--- src/kea_pkg.sv ---
`default_nettype none

package kea_pkg;

    localparam int KeyCodeW = 6;
    localparam int CharW    = 7;
    localparam int KindW    = 3;
    localparam int TblDepth = 1 << KeyCodeW;

    // Modifier kinds carried with a modifier event.
    localparam logic [KindW-1:0] MOD_NONE  = 3'd0;
    localparam logic [KindW-1:0] MOD_SHIFT = 3'd1;
    localparam logic [KindW-1:0] MOD_CTRL  = 3'd2;
    localparam logic [KindW-1:0] MOD_ALT   = 3'd3;
    localparam logic [KindW-1:0] MOD_WIN   = 3'd4;
    localparam logic [KindW-1:0] MOD_CAPS  = 3'd5;

    // Event types on the tuser line.
    localparam logic REQ_KEY = 1'b0;
    localparam logic REQ_MOD = 1'b1;

    localparam logic [CharW-1:0] CTRL_MASK = 7'h1F;

    localparam logic [CharW-1:0] PLAIN_TBL [TblDepth] = '{
        7'd27,  7'd49,  7'd50,  7'd51,  7'd52,  7'd53,  7'd54,  7'd55,
        7'd56,  7'd57,  7'd48,  7'd45,  7'd61,  7'd127, 7'd9,   7'd113,
        7'd119, 7'd101, 7'd114, 7'd116, 7'd121, 7'd117, 7'd105, 7'd111,
        7'd112, 7'd91,  7'd93,  7'd92,  7'd97,  7'd115, 7'd100, 7'd102,
        7'd103, 7'd104, 7'd106, 7'd107, 7'd108, 7'd59,  7'd39,  7'd10,
        7'd122, 7'd120, 7'd99,  7'd118, 7'd98,  7'd110, 7'd109, 7'd44,
        7'd46,  7'd47,  7'd32,  7'd96,  7'd16,  7'd14,  7'd8,   7'd32,
        7'd127, 7'd0,   7'd0,   7'd0,   7'd0,   7'd0,   7'd0,   7'd0
    };

    localparam logic [CharW-1:0] UPPER_TBL [TblDepth] = '{
        7'd27,  7'd33,  7'd64,  7'd35,  7'd36,  7'd37,  7'd94,  7'd38,
        7'd42,  7'd40,  7'd41,  7'd95,  7'd43,  7'd127, 7'd9,   7'd81,
        7'd87,  7'd69,  7'd82,  7'd84,  7'd89,  7'd85,  7'd73,  7'd79,
        7'd80,  7'd123, 7'd125, 7'd124, 7'd65,  7'd83,  7'd68,  7'd70,
        7'd71,  7'd72,  7'd74,  7'd75,  7'd76,  7'd58,  7'd34,  7'd10,
        7'd90,  7'd88,  7'd67,  7'd86,  7'd66,  7'd78,  7'd77,  7'd60,
        7'd62,  7'd63,  7'd32,  7'd126, 7'd2,   7'd6,   7'd127, 7'd32,
        7'd127, 7'd0,   7'd0,   7'd0,   7'd0,   7'd0,   7'd0,   7'd0
    };

    typedef struct packed {
        logic [CharW-1:0] upper;
        logic [CharW-1:0] plain;
    } tbl_entry_t;

    function automatic logic is_lower(input logic [CharW-1:0] c);
        return (c >= 7'd97) && (c <= 7'd122);
    endfunction

    function automatic logic is_upper(input logic [CharW-1:0] c);
        return (c >= 7'd65) && (c <= 7'd90);
    endfunction

endpackage

`default_nettype wire

--- src/keyboard_event_to_ascii.sv ---
`default_nettype none

// Keyboard event translator. Each input word is one event: tuser says whether it is an
// ordinary key event or a modifier event, and tdata carries the press flag, the modifier
// kind and the key code. Shift and ctrl follow their press and release, a caps lock press
// toggles caps lock, and a key press produces one character word on the output unless the
// key has no translation. Releases and modifier events produce nothing. One word is taken
// every clock cycle while the output is not held up. Accepting an event registers the translation
// table read; the character is then loaded into the output register as the event leaves the
// table stage. A held output stalls the input only when the event in the table stage has a
// character to emit.
module keyboard_event_to_ascii
    import kea_pkg::*;
(
    input  wire logic        clk,
    input  wire logic        rst_n,
    input  wire logic        s_tvalid,
    output logic             s_tready,
    input  wire logic [15:0] s_tdata,  // pressed[0], modifier_kind[3:1], key_code[9:4], zero
    input  wire logic        s_tuser,  // req_type[0]
    output logic             m_tvalid,
    input  wire logic        m_tready,
    output logic [7:0]       m_tdata   // character[6:0], zero
);

    logic                s1_valid_reg;
    logic                s1_valid_next;
    logic                s1_req_type_reg;
    logic                s1_pressed_reg;
    logic [KindW-1:0]    s1_kind_reg;
    tbl_entry_t          tbl_q_reg;

    logic                shift_reg;
    logic                ctrl_reg;
    logic                caps_reg;
    logic                shift_next;
    logic                ctrl_next;
    logic                caps_next;

    logic                out_valid_reg;
    logic                out_valid_next;
    logic [CharW-1:0]    char_reg;

    logic                accept;
    logic                s1_move;
    logic                s1_emit;
    logic                use_upper;
    logic [CharW-1:0]    sel_char;
    logic [CharW-1:0]    res_char;
    logic [KeyCodeW-1:0] in_key_code;

    assign in_key_code = s_tdata[9:4];
    assign accept      = s_tvalid && s_tready;

    // Translation table read: both entries for the key come back together, registered when the event is accepted.
    always_ff @(posedge clk)
    begin
        if (accept)
        begin
            tbl_q_reg.plain <= PLAIN_TBL[in_key_code];
            tbl_q_reg.upper <= UPPER_TBL[in_key_code];
            s1_req_type_reg <= s_tuser;
            s1_pressed_reg  <= s_tdata[0];
            s1_kind_reg     <= s_tdata[3:1];
        end
    end

    // The modifier flags are updated as events leave the table stage, so a key event
    // always sees every earlier event already applied.
    always_comb
    begin
        use_upper = shift_reg ^ (caps_reg && is_lower(tbl_q_reg.plain));
        sel_char  = use_upper ? tbl_q_reg.upper : tbl_q_reg.plain;
        if (ctrl_reg && (is_lower(sel_char) || is_upper(sel_char)))
        begin
            res_char = sel_char & CTRL_MASK;
        end
        else
        begin
            res_char = sel_char;
        end
    end

    assign s1_emit  = s1_valid_reg && (s1_req_type_reg == REQ_KEY) && s1_pressed_reg
                      && (res_char != '0);
    assign s1_move  = s1_valid_reg && (!s1_emit || !out_valid_reg || m_tready);
    assign s_tready = !s1_valid_reg || s1_move;

    always_comb
    begin
        shift_next = shift_reg;
        ctrl_next  = ctrl_reg;
        caps_next  = caps_reg;
        if (s1_move && (s1_req_type_reg == REQ_MOD))
        begin
            unique case (s1_kind_reg)
                MOD_SHIFT: shift_next = s1_pressed_reg;
                MOD_CTRL:  ctrl_next  = s1_pressed_reg;
                MOD_CAPS:  caps_next  = caps_reg ^ s1_pressed_reg;
                default:   ;
            endcase
        end
    end

    always_comb
    begin
        if (accept)
        begin
            s1_valid_next = 1'b1;
        end
        else if (s1_move)
        begin
            s1_valid_next = 1'b0;
        end
        else
        begin
            s1_valid_next = s1_valid_reg;
        end
    end

    always_comb
    begin
        if (s1_move && s1_emit)
        begin
            out_valid_next = 1'b1;
        end
        else if (m_tready)
        begin
            out_valid_next = 1'b0;
        end
        else
        begin
            out_valid_next = out_valid_reg;
        end
    end

    always_ff @(posedge clk or negedge rst_n)
    begin
        if (!rst_n)
        begin
            s1_valid_reg  <= 1'b0;
            out_valid_reg <= 1'b0;
            shift_reg     <= 1'b0;
            ctrl_reg      <= 1'b0;
            caps_reg      <= 1'b0;
        end
        else
        begin
            s1_valid_reg  <= s1_valid_next;
            out_valid_reg <= out_valid_next;
            shift_reg     <= shift_next;
            ctrl_reg      <= ctrl_next;
            caps_reg      <= caps_next;
        end
    end

    always_ff @(posedge clk)
    begin
        if (s1_move && s1_emit)
        begin
            char_reg <= res_char;
        end
    end

    assign m_tvalid = out_valid_reg;
    assign m_tdata  = {1'b0, char_reg};

    // A word on the output never carries the null character.
    assert property (@(posedge clk) disable iff (!rst_n)
        out_valid_reg |-> (char_reg != '0))
        else $error("null character presented on the output");

    // A caps lock press leaving the table stage flips the caps lock state.
    assert property (@(posedge clk) disable iff (!rst_n)
        (s1_move && (s1_req_type_reg == REQ_MOD) && s1_pressed_reg
         && (s1_kind_reg == MOD_CAPS)) |=> (caps_reg != $past(caps_reg)))
        else $error("caps lock press did not toggle caps lock");

    // Key events leave all modifier flags alone.
    assert property (@(posedge clk) disable iff (!rst_n)
        (s1_move && (s1_req_type_reg == REQ_KEY))
        |=> ($stable(shift_reg) && $stable(ctrl_reg) && $stable(caps_reg)))
        else $error("key event changed a modifier flag");

    // Modifier events never produce a character.
    assert property (@(posedge clk) disable iff (!rst_n)
        (s1_valid_reg && (s1_req_type_reg == REQ_MOD)) |-> !s1_emit)
        else $error("modifier event produced a character");

endmodule

`default_nettype wire
--- config.mk ---
export PLATFORM = sky130hd
export DESIGN_NAME = keyboard_event_to_ascii
export DESIGN_NICKNAME = d
export VERILOG_FILES = /design/src/kea_pkg.sv /design/src/keyboard_event_to_ascii.sv
export SDC_FILE = /design/constraint.sdc
export NUM_CORES = 1
export LEC_CHECK = 0
export BUFFER_PORTS_ARGS = -buffer_cell sky130_fd_sc_hd__buf_4
export CELL_PAD_IN_SITES_DETAIL_PLACEMENT = 0
export CELL_PAD_IN_SITES_GLOBAL_PLACEMENT = 1
export CORE_MARGIN = 1
export CORE_UTILIZATION = 40
export DETAILED_ROUTE_END_ITERATION = 6
export GPL_TIMING_DRIVEN = 1
export PLACE_DENSITY_LB_ADDON = 0.1
export RECOVER_POWER = 25
export SETUP_SLACK_MARGIN = 0.02
export SYNTH_ARGS = -nofsm -noshare
export SYNTH_HDL_FRONTEND = slang
export SYNTH_SLANG_ARGS = --single-unit
--- constraint.sdc ---
create_clock -name clk -period 2.4 [get_ports clk]
set_input_delay 0.12 -clock clk [delete_from_list [all_inputs] [get_ports clk]]
set_output_delay 0.12 -clock clk [all_outputs]
set_load 0.005 [all_outputs]
======== Word level (Yosys, flattened, before mapping) ========
Memory sizes are Yosys's and may differ from the RTL's. A register that Yosys moved wholly into a read port is not among the register bits.
Index checks and enable logic that the tools add are counted.
cells by class
  multiplexer cells ....................... 6
  equality and inequality tests ........... 3
  reductions and logical operators ........ 25
  bitwise gates (word level) .............. 4
  order comparisons ....................... 6
operator list
  cell                                                             count
  7-bit >= comparator, second input constant                       3
  7-bit less-or-equal comparator, second input constant            3
  7-bit two-way mux                                                2
  1-bit logical AND                                                12
  6-bit inverter with 7-bit output                                 1
  7-bit nonzero test                                               1
  2-bit AND reduction                                              3
  1-bit logical OR                                                 4
  1-bit two-way mux                                                4
  2-bit nonzero test                                               2
  3-bit by 1-bit == test with 1-bit output, second input constant  1
  3-bit by 2-bit == test with 1-bit output, second input constant  1
  3-bit == test, second input constant                             1
  1-bit zero test                                                  3
  1-bit bitwise XOR                                                2
  1-bit inverter                                                   1
word-level totals
  ROM bits ................................ 896
  register bits after elaboration ......... 17
  word-level logic and storage cells ...... 55
  input bits .............................. 21
  output and inout port bits .............. 10
  memories ................................ 2
memory list
  name              depth  width  rd ports  clocked after memory_dff  wr ports  RTL line                       source
  (name not given)  64     7      1         1                         0         keyboard_event_to_ascii.sv:61  tbl_q_reg.upper <= UPPER_TBL[in_key_code];
  (name not given)  64     7      1         1                         0         keyboard_event_to_ascii.sv:60  tbl_q_reg.plain <= PLAIN_TBL[in_key_code];

======== Logic depth before layout (Yosys ltp) ========
  depth in word-level cells ............... 19
  depth in mapped cells ................... 10

======== Worst setup path after synthesis ========
Ideal clock, no wire load.
  path kind ............................... reg-to-reg
  from .................................... register tbl_q_reg[0] (netlist name)
  to ...................................... register s1_kind_reg[0] (enable)
  arrival ................................. 1,946 ps
  setup time .............................. 376 ps
  path slack .............................. 78 ps
  path buffers ............................ 0
  stages on the path, launching flop included .. 7
  data required time ...................... 2,024 ps
  path through ............................ edfxtp_1 nor4_4 nand2b_2 a21o_1 a211oi_2 a2bb2oi_2 o21a_1
between the ends
  cells in the longest elaborated chain, start to end .. 18
  elaborated cells on any way between the ends .. 23
  classes of those cells .................. order compare: 6; mux: 2; bitwise: 1; reduce/logical: 14
RTL lines
  element                                                                RTL line                       source
  7-bit >= comparator or 7-bit less-or-equal comparator (tied branches)  kea_pkg.sv:52                  return (c >= 7'd97) && (c <= 7'd122);
  1-bit logical AND                                                      kea_pkg.sv:52
  1-bit logical AND                                                      keyboard_event_to_ascii.sv:72  use_upper = shift_reg ^ (caps_reg && is_lower(tbl_q_reg.plain));
  1-bit bitwise XOR                                                      keyboard_event_to_ascii.sv:72
  7-bit two-way mux *                                                    keyboard_event_to_ascii.sv:73  sel_char = use_upper ? tbl_q_reg.upper : tbl_q_reg.plain;
  7-bit >= comparator, or another cell as far along                      kea_pkg.sv:52
  1-bit logical AND, on equally long branches                            kea_pkg.sv:52, kea_pkg.sv:56
  1-bit logical OR                                                       keyboard_event_to_ascii.sv:74  if (ctrl_reg && (is_lower(sel_char) || is_upper(sel_char)))
  (+2 left out)                                                          --
  7-bit nonzero test *                                                   keyboard_event_to_ascii.sv:85  && (res_char != '0);
  1-bit logical AND *                                                    keyboard_event_to_ascii.sv:85
  1-bit zero test *                                                      keyboard_event_to_ascii.sv:86  assign s1_move = s1_valid_reg && (!s1_emit || !out_valid_reg || m_tready);
  1-bit logical OR * (2 in a row)                                        keyboard_event_to_ascii.sv:86
  1-bit logical AND *                                                    keyboard_event_to_ascii.sv:86
  1-bit logical OR *                                                     keyboard_event_to_ascii.sv:87  assign s_tready = !s1_valid_reg || s1_move;
  1-bit logical AND *                                                    keyboard_event_to_ascii.sv:53  assign accept = s_tvalid && s_tready;
  named net accept                                                       keyboard_event_to_ascii.sv:44  logic accept;
  end signal, assigned                                                   keyboard_event_to_ascii.sv:64  s1_kind_reg <= s_tdata[3:1];
  end, declared                                                          keyboard_event_to_ascii.sv:30  logic [KindW-1:0] s1_kind_reg;
The timed path passes the listed nets; every way through them passes the cells marked *.
A chain may end at the register's enable or synchronous reset.

======== Worst setup path in the final report ========
  from .................................... register tbl_q_reg[0] (netlist name)
  to ...................................... register tbl_q_reg[7] (netlist name)
between the ends
  cells in the longest elaborated chain, start to end .. 18
  elaborated cells on any way between the ends .. 23
  classes of those cells .................. order compare: 6; mux: 2; bitwise: 1; reduce/logical: 14
RTL lines
  element                                                                RTL line
  7-bit >= comparator or 7-bit less-or-equal comparator (tied branches)  kea_pkg.sv:52
  1-bit logical AND                                                      kea_pkg.sv:52
  1-bit logical AND                                                      keyboard_event_to_ascii.sv:72
  1-bit bitwise XOR                                                      keyboard_event_to_ascii.sv:72
  7-bit two-way mux *                                                    keyboard_event_to_ascii.sv:73
  7-bit >= comparator, or another cell as far along                      kea_pkg.sv:52
  1-bit logical AND, on equally long branches                            kea_pkg.sv:52, kea_pkg.sv:56
  1-bit logical OR                                                       keyboard_event_to_ascii.sv:74
  (+2 left out)                                                          --
  7-bit nonzero test *                                                   keyboard_event_to_ascii.sv:85
  1-bit logical AND *                                                    keyboard_event_to_ascii.sv:85
  1-bit zero test *                                                      keyboard_event_to_ascii.sv:86
  1-bit logical OR * (2 in a row)                                        keyboard_event_to_ascii.sv:86
  1-bit logical AND *                                                    keyboard_event_to_ascii.sv:86
  1-bit logical OR *                                                     keyboard_event_to_ascii.sv:87
  1-bit logical AND *                                                    keyboard_event_to_ascii.sv:53
  named net accept                                                       keyboard_event_to_ascii.sv:44
Marks and branches as above.

==> results by stage <==
Layout:
- The core utilization of the finished layout is 0.4726.
- The share of layout cells above drive strength 1 is 0.1619.
- The number of flip-flops under the largest register name is 14.
- In the layout the commonest cells are sky130_fd_sc_hd__a21oi_1, sky130_fd_sc_hd__edfxtp_1, sky130_fd_sc_hd__nand2_1, sky130_fd_sc_hd__o21ai_0, sky130_fd_sc_hd__nor2_1.
- The final layout contains 307 nets.
- 0 antenna diodes ended up in the layout.
- The area overhead of the layout relative to synthesis is 11.83%.
- The library cell used most frequently in the layout, excluding fill and tap cells, is sky130_fd_sc_hd__a21oi_1.

Synth:
- The most used flip-flop cell after synthesis is sky130_fd_sc_hd__edfxtp_1.
- The synthesized area per cell is 8.976 µm².
- In this run, distinct cell masters in the synthesized netlist total 57.
- Synthesis produced 264 cells.
- In the post-synthesis netlist, the biggest area contributors are sky130_fd_sc_hd__edfxtp_1, sky130_fd_sc_hd__a21oi_1, sky130_fd_sc_hd__dfrtp_1.
- The synthesized netlist occupies a cell area of 2370 µm².
- The register bit total from synthesis is 31.
- The net count after synthesis is 293.
- The fraction of synthesis flops using an asynchronous set or reset pin is 0.1613.
- Of the synthesized area, sequential elements account for 0.3823.
- The library cell with the largest summed area after synthesis is sky130_fd_sc_hd__edfxtp_1.
- For this run, the number of Yosys warnings is 0.
- The share of synthesized area in the top cell type comes to 0.3295.
- Yosys mapped a number of flops with a built-in enable equal to 26.

Timing:
- Counting I/O delays and the setup requirement, the final critical path takes 2.199 ns.
- For the final routed database, the setup TNS stands at 0 ns.
- The final critical-path setup slack is 0.2009 ns.
- The max-slew violation count came to 0.
- Measured against its own limit, the worst slew margin works out to 0.6275.
- Static timing analysis puts the maximum clock frequency at 454.7 MHz.
- The worst hold slack is 0.03963 ns.
- The worst clock skew on the final layout is 0.006419 ns.
- Dividing the final minimum period by the clock period gives 0.9163.
- For the pin with the worst max-slew slack, the measured transition is 0.5566 ns.
- The total setup violations reported at the end of the flow is 0.
- The final-report hold violation count came to 0.
- Setup repair after global routing left no endpoint under its margin.

CTS:
- The clock net in this run drives a total of 31 sinks.
- After clock tree synthesis, the clock-pin slew on the worst setup and hold paths is 0.06 ns.
- No sink is reached through more buffers than the 2 on the longest clock path.
- The cell chosen for the clock root is sky130_fd_sc_hd__clkbuf_8.
- The maximum level of the CTS H-tree is 2.
- The clock insertion delay at the later pin of the skew report is 0.28 ns.
- TritonCTS built the clock tree.
- The number of buffers inserted to repair setup after CTS is 0.
- Clock tree synthesis inserted a total of 5 buffers.
- Once the clock tree was built, the resizer swapped 0 gates to a different size.

Die:
- The floorplan die area is 6236 µm².
- The total area inside the core boundary comes to 5608 µm².
- The width of the chip is 78.97 µm.
- The number of placed I/O pins is 31.
- The height of the die is 78.97 µm.
- The initialized floorplan defines 27 standard-cell rows.
- The starting utilization of the core area is 0.4226.

Global routing:
- The number of global-route vias before repair is 1849.
- The first-pass GRT wire length is 9094 µm.
- The combined global-route utilization of all metal layers is 0.1880.
- The maximum number of pins on one net before global-route repair is 40.
- Global routing finished with a remaining overflow of 0.
- The number of antenna violations at the first check in global routing is 0.

Placed design:
- The count of buffers from port buffering is 23.
- The pre-CTS setup slack is 0.2101 ns.
- Routability-driven placement finished with a final weighted congestion of 0.8214.
- Detailed placement finished with a half-perimeter wire length of 4066 µm.

Flow run:
- The max-cap check violation count is 0.

Routing:
- The number of DRC markers after the initial detailed-route iteration is 62.
- Wires add up to 5403 µm.
- The number of search-and-repair iterations in the first detailed-routing pass is 4.
- The average vias per placed instance is 5.677.
- Across all layers, the routed design uses 1987 vias.
- The routed length per placed instance is 15.44 µm.
- The post-detailed-route count of antenna-violating nets is 0.
- The number of remaining DRC errors is 0.

Power and ir drop:
- The power density of the placed cells is 563.7 nW/µm².
- VDD sags by at most 329.6 µV.
- Summed over all cells, the static leakage comes to 1.024 nW.

Setup path:
- STA classifies the critical path endpoint as a flop.
- The category of the critical setup timing path is reg2reg.
- Walking the worst path, the cells encountered are nor4_4 -> nand2b_2 -> a21o_1 -> a211oi_2 -> a2bb2oi_2 -> o21a_1 -> buf_12.
- The arrival time of the worst setup path is 2.19 ns.
- The kind of start point of the critical path is a flop.
- The setup slack on the worst flop-to-flop path is 0.20 ns.
- The largest incremental delay on the critical path is 0.45 ns.
- The highest fanout seen on the critical path is 19.
- The worst-path cell with the longest stage delay is sky130_fd_sc_hd__edfxtp_1.
- The required time of the critical path is 2.39 ns.

Worst hold path:
- The path class of the tightest hold or removal check is in2reg.

Run status:
- The run finished with clean final reports.
## metal layers
| layer | up-vias | global-route usage | share of wire |
|---|---|---|---|
| met5 | - | 0 | 0 |
| met4 | 0 | 0.08909 | 0.024 |
| met3 | 9 | 0.03333 | 0.039 |
| met2 | 51 | 0.3164 | 0.50 |
| met1 | 924 | 0.2318 | 0.44 |
| li1 | 1003 | - | - |
## timing repair
action,4_1_cts,5_1_grt
hold buffers,1,0
setup endpoints to repair,0,0
endpoints found under the hold margin,5,0
## where the power goes
group / internal (mW) / switching [mW] / leakage [nW] / total, mW
clock network: 0.192 / 0.169 / 0.0414 / 0.361
registers: 0.666 / 0.0456 / 0.312 / 0.712
logic: 0.198 / 0.222 / 0.671 / 0.420
## area by class of cell
cell class	instances	area [µm²]
clock buffers	5	68.82
clock inverters	2	8.758
fillers	559	2958
inverters	10	37.54
multi-input cells	204	1333
flip-flops and latches	31	905.9
well taps	72	90.09
repair buffers	26	206.4
## worst max-delay path: cells and delay by family (launching register included)
family / cells / cell delay [ns]
AOI/OAI and AO/OA: 4 / 0.84
buffers and inverters: 1 / 0.16
DFF: 1 / 0.45
and+or+nand+nor: 2 / 0.44
## through the flow
step,power [mW],cell area (µm²),instances
6_report,1.494,2650,350
5_1_grt,1.579,2650,350
4_1_cts,1.507,2654,350
3_5_place_dp,1.144,2566,342
3_3_place_gp,1.143,2566,342
2_1_floorplan,1.036,2370,264
## synthesized netlist by cell type (3+ instances only)
cell and number:
sky130_fd_sc_hd__a21o_1 4, sky130_fd_sc_hd__a21oi_1 29, sky130_fd_sc_hd__a31oi_1 4, sky130_fd_sc_hd__and3_1 5, sky130_fd_sc_hd__buf_2 9, sky130_fd_sc_hd__clkbuf_1 6
sky130_fd_sc_hd__dfrtp_1 5, sky130_fd_sc_hd__edfxtp_1 26, sky130_fd_sc_hd__ha_1 8, sky130_fd_sc_hd__inv_1 8, sky130_fd_sc_hd__mux2_4 5, sky130_fd_sc_hd__mux2i_1 5
sky130_fd_sc_hd__nand2_1 24, sky130_fd_sc_hd__nand2b_1 8, sky130_fd_sc_hd__nand3_1 7, sky130_fd_sc_hd__nor2_1 19, sky130_fd_sc_hd__nor2b_1 5, sky130_fd_sc_hd__o211ai_1 7
sky130_fd_sc_hd__o21a_1 3, sky130_fd_sc_hd__o21ai_0 20, sky130_fd_sc_hd__o21ai_1 10, sky130_fd_sc_hd__o22ai_1 4
## logic make-up after synthesis
logic type                 Yosys count  share of synthesized area
AOI/OAI and AO/OA                   99                     0.2603
xor gates and xnor gates             2                   0.007393
adders and majority gates            8                    0.04224
buffers and inverters               29                    0.05544
DFF                                 31                     0.3823
muxes                               13                    0.07656
other                                1                   0.001582
and+or+nand+nor                     81                     0.1742
## final timing paths
| check | start | depth (start not counted) | endpoint |
|---|---|---|---|
| setup reg to reg | tbl_q_reg[0] | 7 | tbl_q_reg[7] |
| max in group asynchronous | rst_n | 2 | m_tvalid |
| min in group asynchronous | rst_n | 2 | s1_valid_reg |
| hold / removal | s_tdata[1] | 1 | s1_kind_reg[0] |
| hold reg to reg | caps_reg | 1 | caps_reg |
| setup / recovery | tbl_q_reg[0] | 7 | tbl_q_reg[7] |
(Power assumes the default switching activity.)
